### src/hw/rtl/lge_pkg.sv
// Types, constants and the cell rule of the life generation engine.
package lge_pkg;

    localparam int SIZE_W    = 7;
    localparam int CFG_IDX_W = 2;
    localparam int POS_W     = 6;
    localparam int NBR_W     = 4;

    localparam logic [SIZE_W-1:0] SIZE_RESET = 7'd64;

    localparam logic [CFG_IDX_W-1:0] CFG_ROWS = 2'd0;
    localparam logic [CFG_IDX_W-1:0] CFG_COLS = 2'd1;

    localparam logic [NBR_W-1:0] BIRTH_COUNT   = 4'd3;
    localparam logic [NBR_W-1:0] SURVIVE_COUNT = 4'd2;

    typedef enum logic [1:0] {
        REQ_WRITE = 2'd0,
        REQ_STEP  = 2'd1,
        REQ_READ  = 2'd2,
        REQ_NONE  = 2'd3
    } req_t;

    // B3/S23: birth on three neighbours, survival on two or three.
    function automatic logic life_rule(input logic alive, input logic [NBR_W-1:0] n);
        return (n == BIRTH_COUNT) || (alive && (n == SURVIVE_COUNT));
    endfunction

endpackage

### src/hw/rtl/lge_row_next.sv
// Next-generation logic for one board row from the rows above, at and below it.
module lge_row_next
    import lge_pkg::*;
#(
    parameter int NCOLS = 64
)(
    input  logic [NCOLS-1:0] above,
    input  logic [NCOLS-1:0] mid,
    input  logic [NCOLS-1:0] below,
    input  logic [NCOLS-1:0] keep,
    output logic [NCOLS-1:0] next_row
);

    logic [NCOLS+1:0] above_pad;
    logic [NCOLS+1:0] mid_pad;
    logic [NCOLS+1:0] below_pad;

    assign above_pad = {1'b0, above, 1'b0};
    assign mid_pad   = {1'b0, mid, 1'b0};
    assign below_pad = {1'b0, below, 1'b0};

    // Every column counts its eight neighbours on its own; the board edges read as dead.
    always_comb
    begin
        logic [NBR_W-1:0] n;
        n = '0;
        for (int c = 0; c < NCOLS; c++)
        begin
            n = NBR_W'(above_pad[c]) + NBR_W'(above_pad[c+1]) + NBR_W'(above_pad[c+2])
              + NBR_W'(mid_pad[c]) + NBR_W'(mid_pad[c+2])
              + NBR_W'(below_pad[c]) + NBR_W'(below_pad[c+1]) + NBR_W'(below_pad[c+2]);
            next_row[c] = keep[c] & life_rule(mid[c], n);
        end
    end

endmodule

### config.mk
export PLATFORM = sky130hd
export DESIGN_NAME = lge_row_next
export DESIGN_NICKNAME = d
export VERILOG_FILES = /design/src/hw/rtl/lge_pkg.sv /design/src/hw/rtl/lge_row_next.sv
export SDC_FILE = /design/constraint.sdc
export NUM_CORES = 1
export LEC_CHECK = 0
export BUFFER_PORTS_ARGS = -buffer_cell sky130_fd_sc_hd__buf_4
export CAP_MARGIN = 20
export CORE_AREA = 4 4 145 147
export DETAILED_ROUTE_END_ITERATION = 7
export DIE_AREA = 0 0 149 151
export PLACE_DENSITY = 0.84
export SYNTH_ARGS = -nofsm -noshare
export SYNTH_HDL_FRONTEND = slang
export SYNTH_SLANG_ARGS = --single-unit
### constraint.sdc
create_clock -name vclk -period 4.1
set_clock_uncertainty 0.15 [all_clocks]
set_input_delay 0.41 -clock vclk [all_inputs]
set_output_delay 0.41 -clock vclk [all_outputs]
set_load 0.01 [all_outputs]
# Word-level counts from Yosys, hierarchy flattened
# Cells that the tools add are included.
dict set report classes {
  bitwise 64
  eq_ne 128
  n_reduce_logical 128
  add_sub_neg 441
}
# cell count
set op_table {}
lappend op_table {{$add 4x1->4} 252}
lappend op_table {{$eq 4x2->1 const B} 128}
lappend op_table {{$add 3x1->4} 63}
lappend op_table {{$add 2x1->3} 63}
lappend op_table {{$add 1x1->2} 63}
lappend op_table {{$and 1x1->1} 64}
lappend op_table {{$logic_and 1x1->1} 64}
lappend op_table {{$logic_or 1x1->1} 64}
dict set report totals {
  wordCells 761
  in_bits 256
  reg_bits 0
}

# Depth between registers and ports, before layout
# Gate-level depths: netlist of the first run.
dict set report logic_depth {
  word_depth 11
  ltp_mapped 10
  ltp_nobuf 10
}

# Least setup slack after synthesis of the first run
# Ideal clock, no wire load.
dict set report synth_timing {
  path_type {input-to-output}
  startpoint {input port above[19]}
  endpoint {output port next_row[20]}
  arrival_ns 3.015
  path_stages 9
  path_slack_ns 0.525
  cell_sequence {inv_1 -> fa_1 -> fa_1 -> fa_1 -> inv_1 -> ha_1 -> fa_1 -> or2_2 -> a21oi_1}
}
dict set report synth_via {
  elab_chain_len 11
  word_cells_on_any_way 12
  cone_classes {add/sub (7); eq/ne (2); bitwise (1); reduce/logical (2)}
}
# item line
set synth_lines {}
lappend synth_lines {{start, declared} lge_row_next.sv:7} ;# input logic [NCOLS-1:0] above,
lappend synth_lines {{$add 1x1->2 (*)} lge_row_next.sv:29} ;# n = NBR_W'(above_pad[c]) + NBR_W'(above_pad[c+1]) + NBR_W'(above_pad[c+2])
lappend synth_lines {{$add 2x1->3 (*)} lge_row_next.sv:29}
lappend synth_lines {{$add 3x1->4 (*)} lge_row_next.sv:30} ;# + NBR_W'(mid_pad[c]) + NBR_W'(mid_pad[c+2])
lappend synth_lines {{$add 4x1->4 (*)} lge_row_next.sv:30}
lappend synth_lines {{$add 4x1->4 (*) (3 in a row)} lge_row_next.sv:31} ;# + NBR_W'(below_pad[c]) + NBR_W'(below_pad[c+1]) + NBR_W'(below_pad[c+2]);
lappend synth_lines {{$eq 4x2->1} lge_pkg.sv:26} ;# return (n == BIRTH_COUNT) || (alive && (n == SURVIVE_COUNT));
lappend synth_lines {{$logic_and 1x1->1} lge_pkg.sv:26}
lappend synth_lines {{$logic_or 1x1->1 (*)} lge_pkg.sv:26}
lappend synth_lines {{$and 1x1->1 (*)} lge_row_next.sv:32} ;# next_row[c] = keep[c] & life_rule(mid[c], n);
lappend synth_lines {{end, declared} lge_row_next.sv:11} ;# output logic [NCOLS-1:0] next_row
# Every way passes the cells marked *; elsewhere a longest branch is shown, timed or not.

# Worst setup path in the final report of the first run
dict set report layout_timing {
  startpoint {input port above[28]}
  endpoint {output port next_row[28]}
}
# Same word-level chain as after synthesis.

==> results of run 1 <==
metrics by stage:
step	power, mW	instance area [um2]	util
floorplan	2.088	10900	-
global placement	2.877	13640	0.6850
detailed placement	3.068	13640	0.6850
CTS	3.098	13640	0.6850
global route	3.583	13640	0.6850
finish	3.052	13640	0.6850
cells in the final DEF (no fill, tap or decap), drive strengths merged:
cell	netlist	layout
nand3b	7	7
nand2	9	9
a211oi	1	1
nand2b	8	8
a31oi	1	1
a2111oi	1	1
nor2	2	2
o2111ai	7	7
or2	54	54
fa	252	252
ha	188	188
nor3	1	1
a21oi	115	115
buf	0	320
nor2b	1	1
inv	443	443
o211ai	54	54
nand3	54	54
kinds of logic after synthesis:
logic type | synth area share
adders and majority gates | 0.6788
AOI/OAI and AO/OA | 0.09829
buffers and inverters | 0.1526
and+or+nand+nor | 0.07027
tightest hold or removal path, delay by kind of cell:
kind	cells	cell delay, ns
buf+inv	2	0.23
simple gates	2	0.10
per-layer routing:
metal  GRT usage  vias to the layer above
met1      0.2682                     4222
met4     0.02609                        0
met2      0.4223                      244
li1            -                     4306
met3     0.03471                       29
met5           0                        -
cell type report:
class	instances	area [um2]	share of cell area
inverters	443	1663	0.1219
well taps	270	337.8	0.02477
repair buffers	320	2402	0.1762
multi-input cells	755	9234	0.6771
report_power, final:
part	internal, mW	switching, mW	leakage (nW)
Combinational	1.47	1.58	7.74
Sequential	0	0	0
Clock	0	0	0
Total	1.47	1.58	7.74
worst min-delay path by stage:
stage	endpoint	depth (start not counted)
floorplan	next_row[1]	2
global placement	next_row[63]	4
detailed placement	next_row[0]	4
CTS	next_row[0]	4
global route	next_row[1]	4
finish	next_row[0]	4
==> summary.md, run 1 <==
| Metric | Value |
|---|---|
| Inst Count DP | around 1800 |
| Max cap viols | 0 |
| Fillers | 1534 |
| Highest routed layer | met4 |
| Cell Pwr Density | 223.8 mW/mm2 |
| Max Clk Rate | about 0.25 GHz |
| Fin Setup TNS | 0 ns |
| Critical path's largest stage delay | roughly 0.50 ns |
| Critical Path RT | around 3.5 ns |
| CORE AREA | 0.01991 mm2 |
| Total Routed Length | between 20000 and 25000 um |
| Aggregate global-route resource usage | 0.2200 |
| Final Non-Filler Cells | between 1500 and 2000 |
| Grt ovf | 0 |
| Post-CTS sizing | 0 |
| Post-CTS Setup Bufs | 0 |
| Wire length per cell | 13.69 um |
| Antenna Cells | 0 |
| Critical path depth | 11 |
| Synth warnings | 0 |
| CP Capture Type | primary output |
| Synthesized area per cell | a little over 9 um2 |
| Clock buf count | 0 |
| Worst setup SP type | primary input |
| Area grow syn2layout | 25.15% |
| Worst vdd ir | 0.1392 mV |
| Yosys top cell by area | fa_1 |
| Hold Crit Class | in -> out |
| Min-delay src | keep[0] |
| Top-count cell post-synth | inv_1 |
| DIE AREA | between 0.02 and 0.025 mm2 |
| Slew headroom | 0.8119 |
| Setup slack after placement | about 0.16 ns |
| Layout cell share with drive strength beyond 1 | 0.2319 |
| Placer congestion estimate | about 0.89 |
| Global-route wire length before repair | ~42000 um |
| Slew Limit Fails | 0 |
| DRT Pass-1 Iters | 4 |
| Crit. Startpoint | above[28] |
| Mapped Nets | between 1500 and 2000 |
| Initial drt markers | roughly 180 |
| Hold slack final | 1.007 ns |
| Largest net degree at the start of global routing | 4 |
| # hold bufs at CTS | 0 |
| Port Buf Inserts | 320 |
| Fin crit period | just under 4 ns |
| Fin crit share | 0.9623 |
| Yosys top cell area share | 0.4630 |
| Slowest CP cell | fa_1 |
| Seq/Total Area, Yosys | 0 |
| Final nets | 2216 |
| Final Worst Setup Slack | 0.1547 ns |
| Largest cells by area after synthesis | fa_1, ha_1, inv_1 |
| Unique cell type count in the Yosys netlist | 19 |
| Worst EP arrival | ~3.4 ns |
| Synth cell count leaders | inv_1, fa_1, ha_1 |
| DIE WIDTH | 149 um |
| Delay-heaviest family, CP | adder cells |
| Initial antenna violation count | 0 |
| Post-synthesis cell count | approximately 1200 |
| Vias in the first global route | roughly 9900 |
| IO Count | 320 |
| Final setup vio count | 0 |
| Sequential cell count | 0 |
| CP max FO | 2 |
| Crit path cell chain | buf_4 > inv_1 > fa_1 > fa_1 > fa_1 > inv_1 > ha_1 > fa_1 > or2_2 > a21oi_1 > buf_4 |
| WP buf/inv | 4 |
| Vias per std cell | around 4.9 |
| DRC viols | 0 |
| RSZ-0062 raised after global routing | no |
| ANT nets after route | 0 |
| Pleak | 7.738 nW |
| Slew @ Worst Pin | about 0.28 ns |
| Critical Path Most Common Cell | fa_1 |
| DP HPWL | 23960 um |
| Vias | between 8000 and 9000 |
| Register Area | 0 um2 |
| Starting Density | 0.5473 |
| DR WL met2 | 12830 um |
| Worst setup endpoint | next_row[28] |
| Hold Vio Cnt, Final | 0 |
| Worst setup path class | in -> out |
| Die height | between 150 and 200 um |
| Run status | finished clean |
| Post-synthesis cell area | 0.01090 mm2 |
| Detail Route met3 WL | approximately 1700 um |
| Rows | between 50 and 60 |
| Met1 Routed Length | 9569 um |
Note: power is estimated with default switching activity, not from simulation.
==> inputs of run 2 (changes only) <==
- CORE_AREA: 4 4 145 147 -> 2 2 143 145
- DIE_AREA: 0 0 149 151 -> 0 0 145 147
- SKIP_LAST_GASP: unset -> 1
==> run 2 against run 1 <==
  * Combinational power is essentially flat
  * Via count increased by 0.80%
  * First-iteration DRC count shrank 4.3%
  * Sequential share of layout area stayed put
  * Fmax down 0.65%
  * Largest cell class unchanged
==> summary.md, run 2 (synthesis gave the netlist of run 1 again) <==
| Metric | Value |
|---|---|
| Total Routed Length | between 20000 and 25000 um |
| Slowest CP cell | fa_1 |
| Initial antenna violation count | 2 |
| Worst setup endpoint | next_row[20] |
| Critical Path Most Common Cell | fa_1 |
| Most common cell after layout, fill and taps aside | inv_1 |
| DRT Pass-1 Iters | 4 |
| Fin Setup TNS | 0 ns |
| Critical path depth | 11 |
| Grt ovf | 0 |
| Final nets | around 2200 |
| Vias in the first global route | 9931 |
| Vias | between 8000 and 9000 |
| Fin crit period | roughly 4 ns |
| Vias per std cell | between 4 and 5 |
| Fillers | 1510 |
| Pleak | roughly 7.7 nW |
| Hold Vio Cnt, Final | 0 |
| CORE AREA | about 0.02 mm2 |
| Run status | finished clean |
| Post-CTS sizing | 0 |
| Placer congestion estimate | about 0.86 |
| Final Worst Setup Slack | approximately 0.13 ns |
| Post-CTS Setup Bufs | 0 |
| Rows | 52 |
| Max cap viols | 0 |
| Aggregate global-route resource usage | 0.2399 |
| Logic pwr share | 1.000 |
| Critical Path RT | 3.54 ns |
| Slew @ Worst Pin | just under 0.3 ns |
| Critical path's largest stage delay | roughly 0.5 ns |
| ANT nets after route | 0 |
| Int Power | roughly 1.5 mW |
| DIE WIDTH | roughly 150 um |
| Worst setup path class | in -> out |
| Cell Pwr Density | around 220 mW/mm2 |
| Layout cell share with drive strength beyond 1 | 0.2319 |
| Sequential cell count | 0 |
| # hold bufs at CTS | 0 |
| RSZ-0062 raised after global routing | no |
| Final setup vio count | 0 |
| Die height | between 100 and 150 um |
| Seq pwr share | 0 |
| Wire length per cell | approximately 14 um |
| Hold Crit Class | in -> out |
| WP buf/inv | 4 |
| Worst setup SP type | primary input |
| Largest net degree at the start of global routing | 4 |
| DP HPWL | approximately 24000 um |
| Crit path cell chain | buf_4 > inv_1 > fa_1 > fa_1 > fa_1 > inv_1 > ha_1 > fa_1 > or2_2 > a21oi_1 > buf_4 |
| Delay-heaviest family, CP | adder cells |
| CP max FO | 2 |
| Clock buf count | 0 |
| Max Clk Rate | roughly 0.25 GHz |
| Slew Limit Fails | 0 |
| Register Area | 0 um2 |
| Worst EP arrival | 3.41 ns |
| Sw frac | 0.5185 |
| Starting Density | 0.5491 |
| CP Capture Type | primary output |
| Fin crit share | 0.9686 |
| Port Buf Inserts | 320 |
| Slew headroom | 0.8075 |
| DIE AREA | 0.02132 mm2 |
| Initial drt markers | approximately 180 |
| Setup slack after placement | roughly 0.17 ns |
| DRC viols | 0 |
| Net Sw Power | roughly 1.6 mW |
| Clock share of power | 0 |
| Area grow syn2layout | 25.17% |
| Global-route wire length before repair | approximately 43000 um |
| Crit. Startpoint | above[20] |
| IO Count | 320 |
| Worst vdd ir | roughly 0.13 mV |
| Most frequent cells in the layout | inv_1, buf_4, fa_1 |
-- run 2: cell types whose count changed in the layout (fill, tap and decap cells not counted) --
cell	delta
diode_2	+1
-- run 2: final cells by class --
type                            instances  area, um2  share of cell area
Timing Repair Buffer                  320       2402              0.1761
Multi-Input combinational cell        755       9234              0.6770
Inverter                              443       1663              0.1219
Antenna cell                            1      2.502           0.0001835
Tap cell                              270      337.8             0.02477
-- run 2: how the worst min path moves through the flow --
stage          slack (ns)      from           end  cells after the start
2_1_floorplan        0.77   keep[1]   next_row[1]                      2
3_3_place_gp          1.0  keep[63]  next_row[63]                      4
3_5_place_dp         1.00  keep[63]  next_row[63]                      4
4_1_cts              1.00  keep[63]  next_row[63]                      4
5_1_grt              1.02  keep[63]  next_row[63]                      4
6_report             1.00  keep[63]  next_row[63]                      4
-- run 2: worst min-delay path, stage by stage --
cell and delay, ns:
buf_4 0.11, nand2_1 0.06, a211oi_1 0.04, buf_4 0.13
-- run 2: per-layer routing --
| metal | GRT usage | part of all wire | vias to the layer above |
|---|---|---|---|
| met3 | 0.04006 | 0.068 | 43 |
| met1 | 0.2897 | 0.39 | 4262 |
| met5 | 0 | 0.00052 | - |
| li1 | - | - | 4303 |
| met4 | 0.04010 | 0.020 | 2 |
| met2 | 0.4564 | 0.53 | 261 |
-- run 2: stage by stage --
step,power [mW],utilization,hold slack [ns],area [um2],std cells
finish,3.059,0.6873,1.003,13640,1789
global route,3.562,0.6873,1.022,13640,1789
CTS,3.090,0.6872,1.003,13640,1788
detailed placement,3.060,0.6872,1.002,13640,1788
global placement,2.859,0.6872,0.9965,13640,1788
floorplan,2.088,-,0.7684,10900,1198
-- run 2: power groups by stage --
stage / Clock [mW] / Combinational [mW] / Sequential (mW)
floorplan: 0 / 2.09 / 0
global placement: 0 / 2.86 / 0
detailed placement: 0 / 3.06 / 0
CTS: 0 / 3.09 / 0
global route: 0.0000000326 / 3.56 / 0
finish: 0.0000000326 / 3.06 / 0
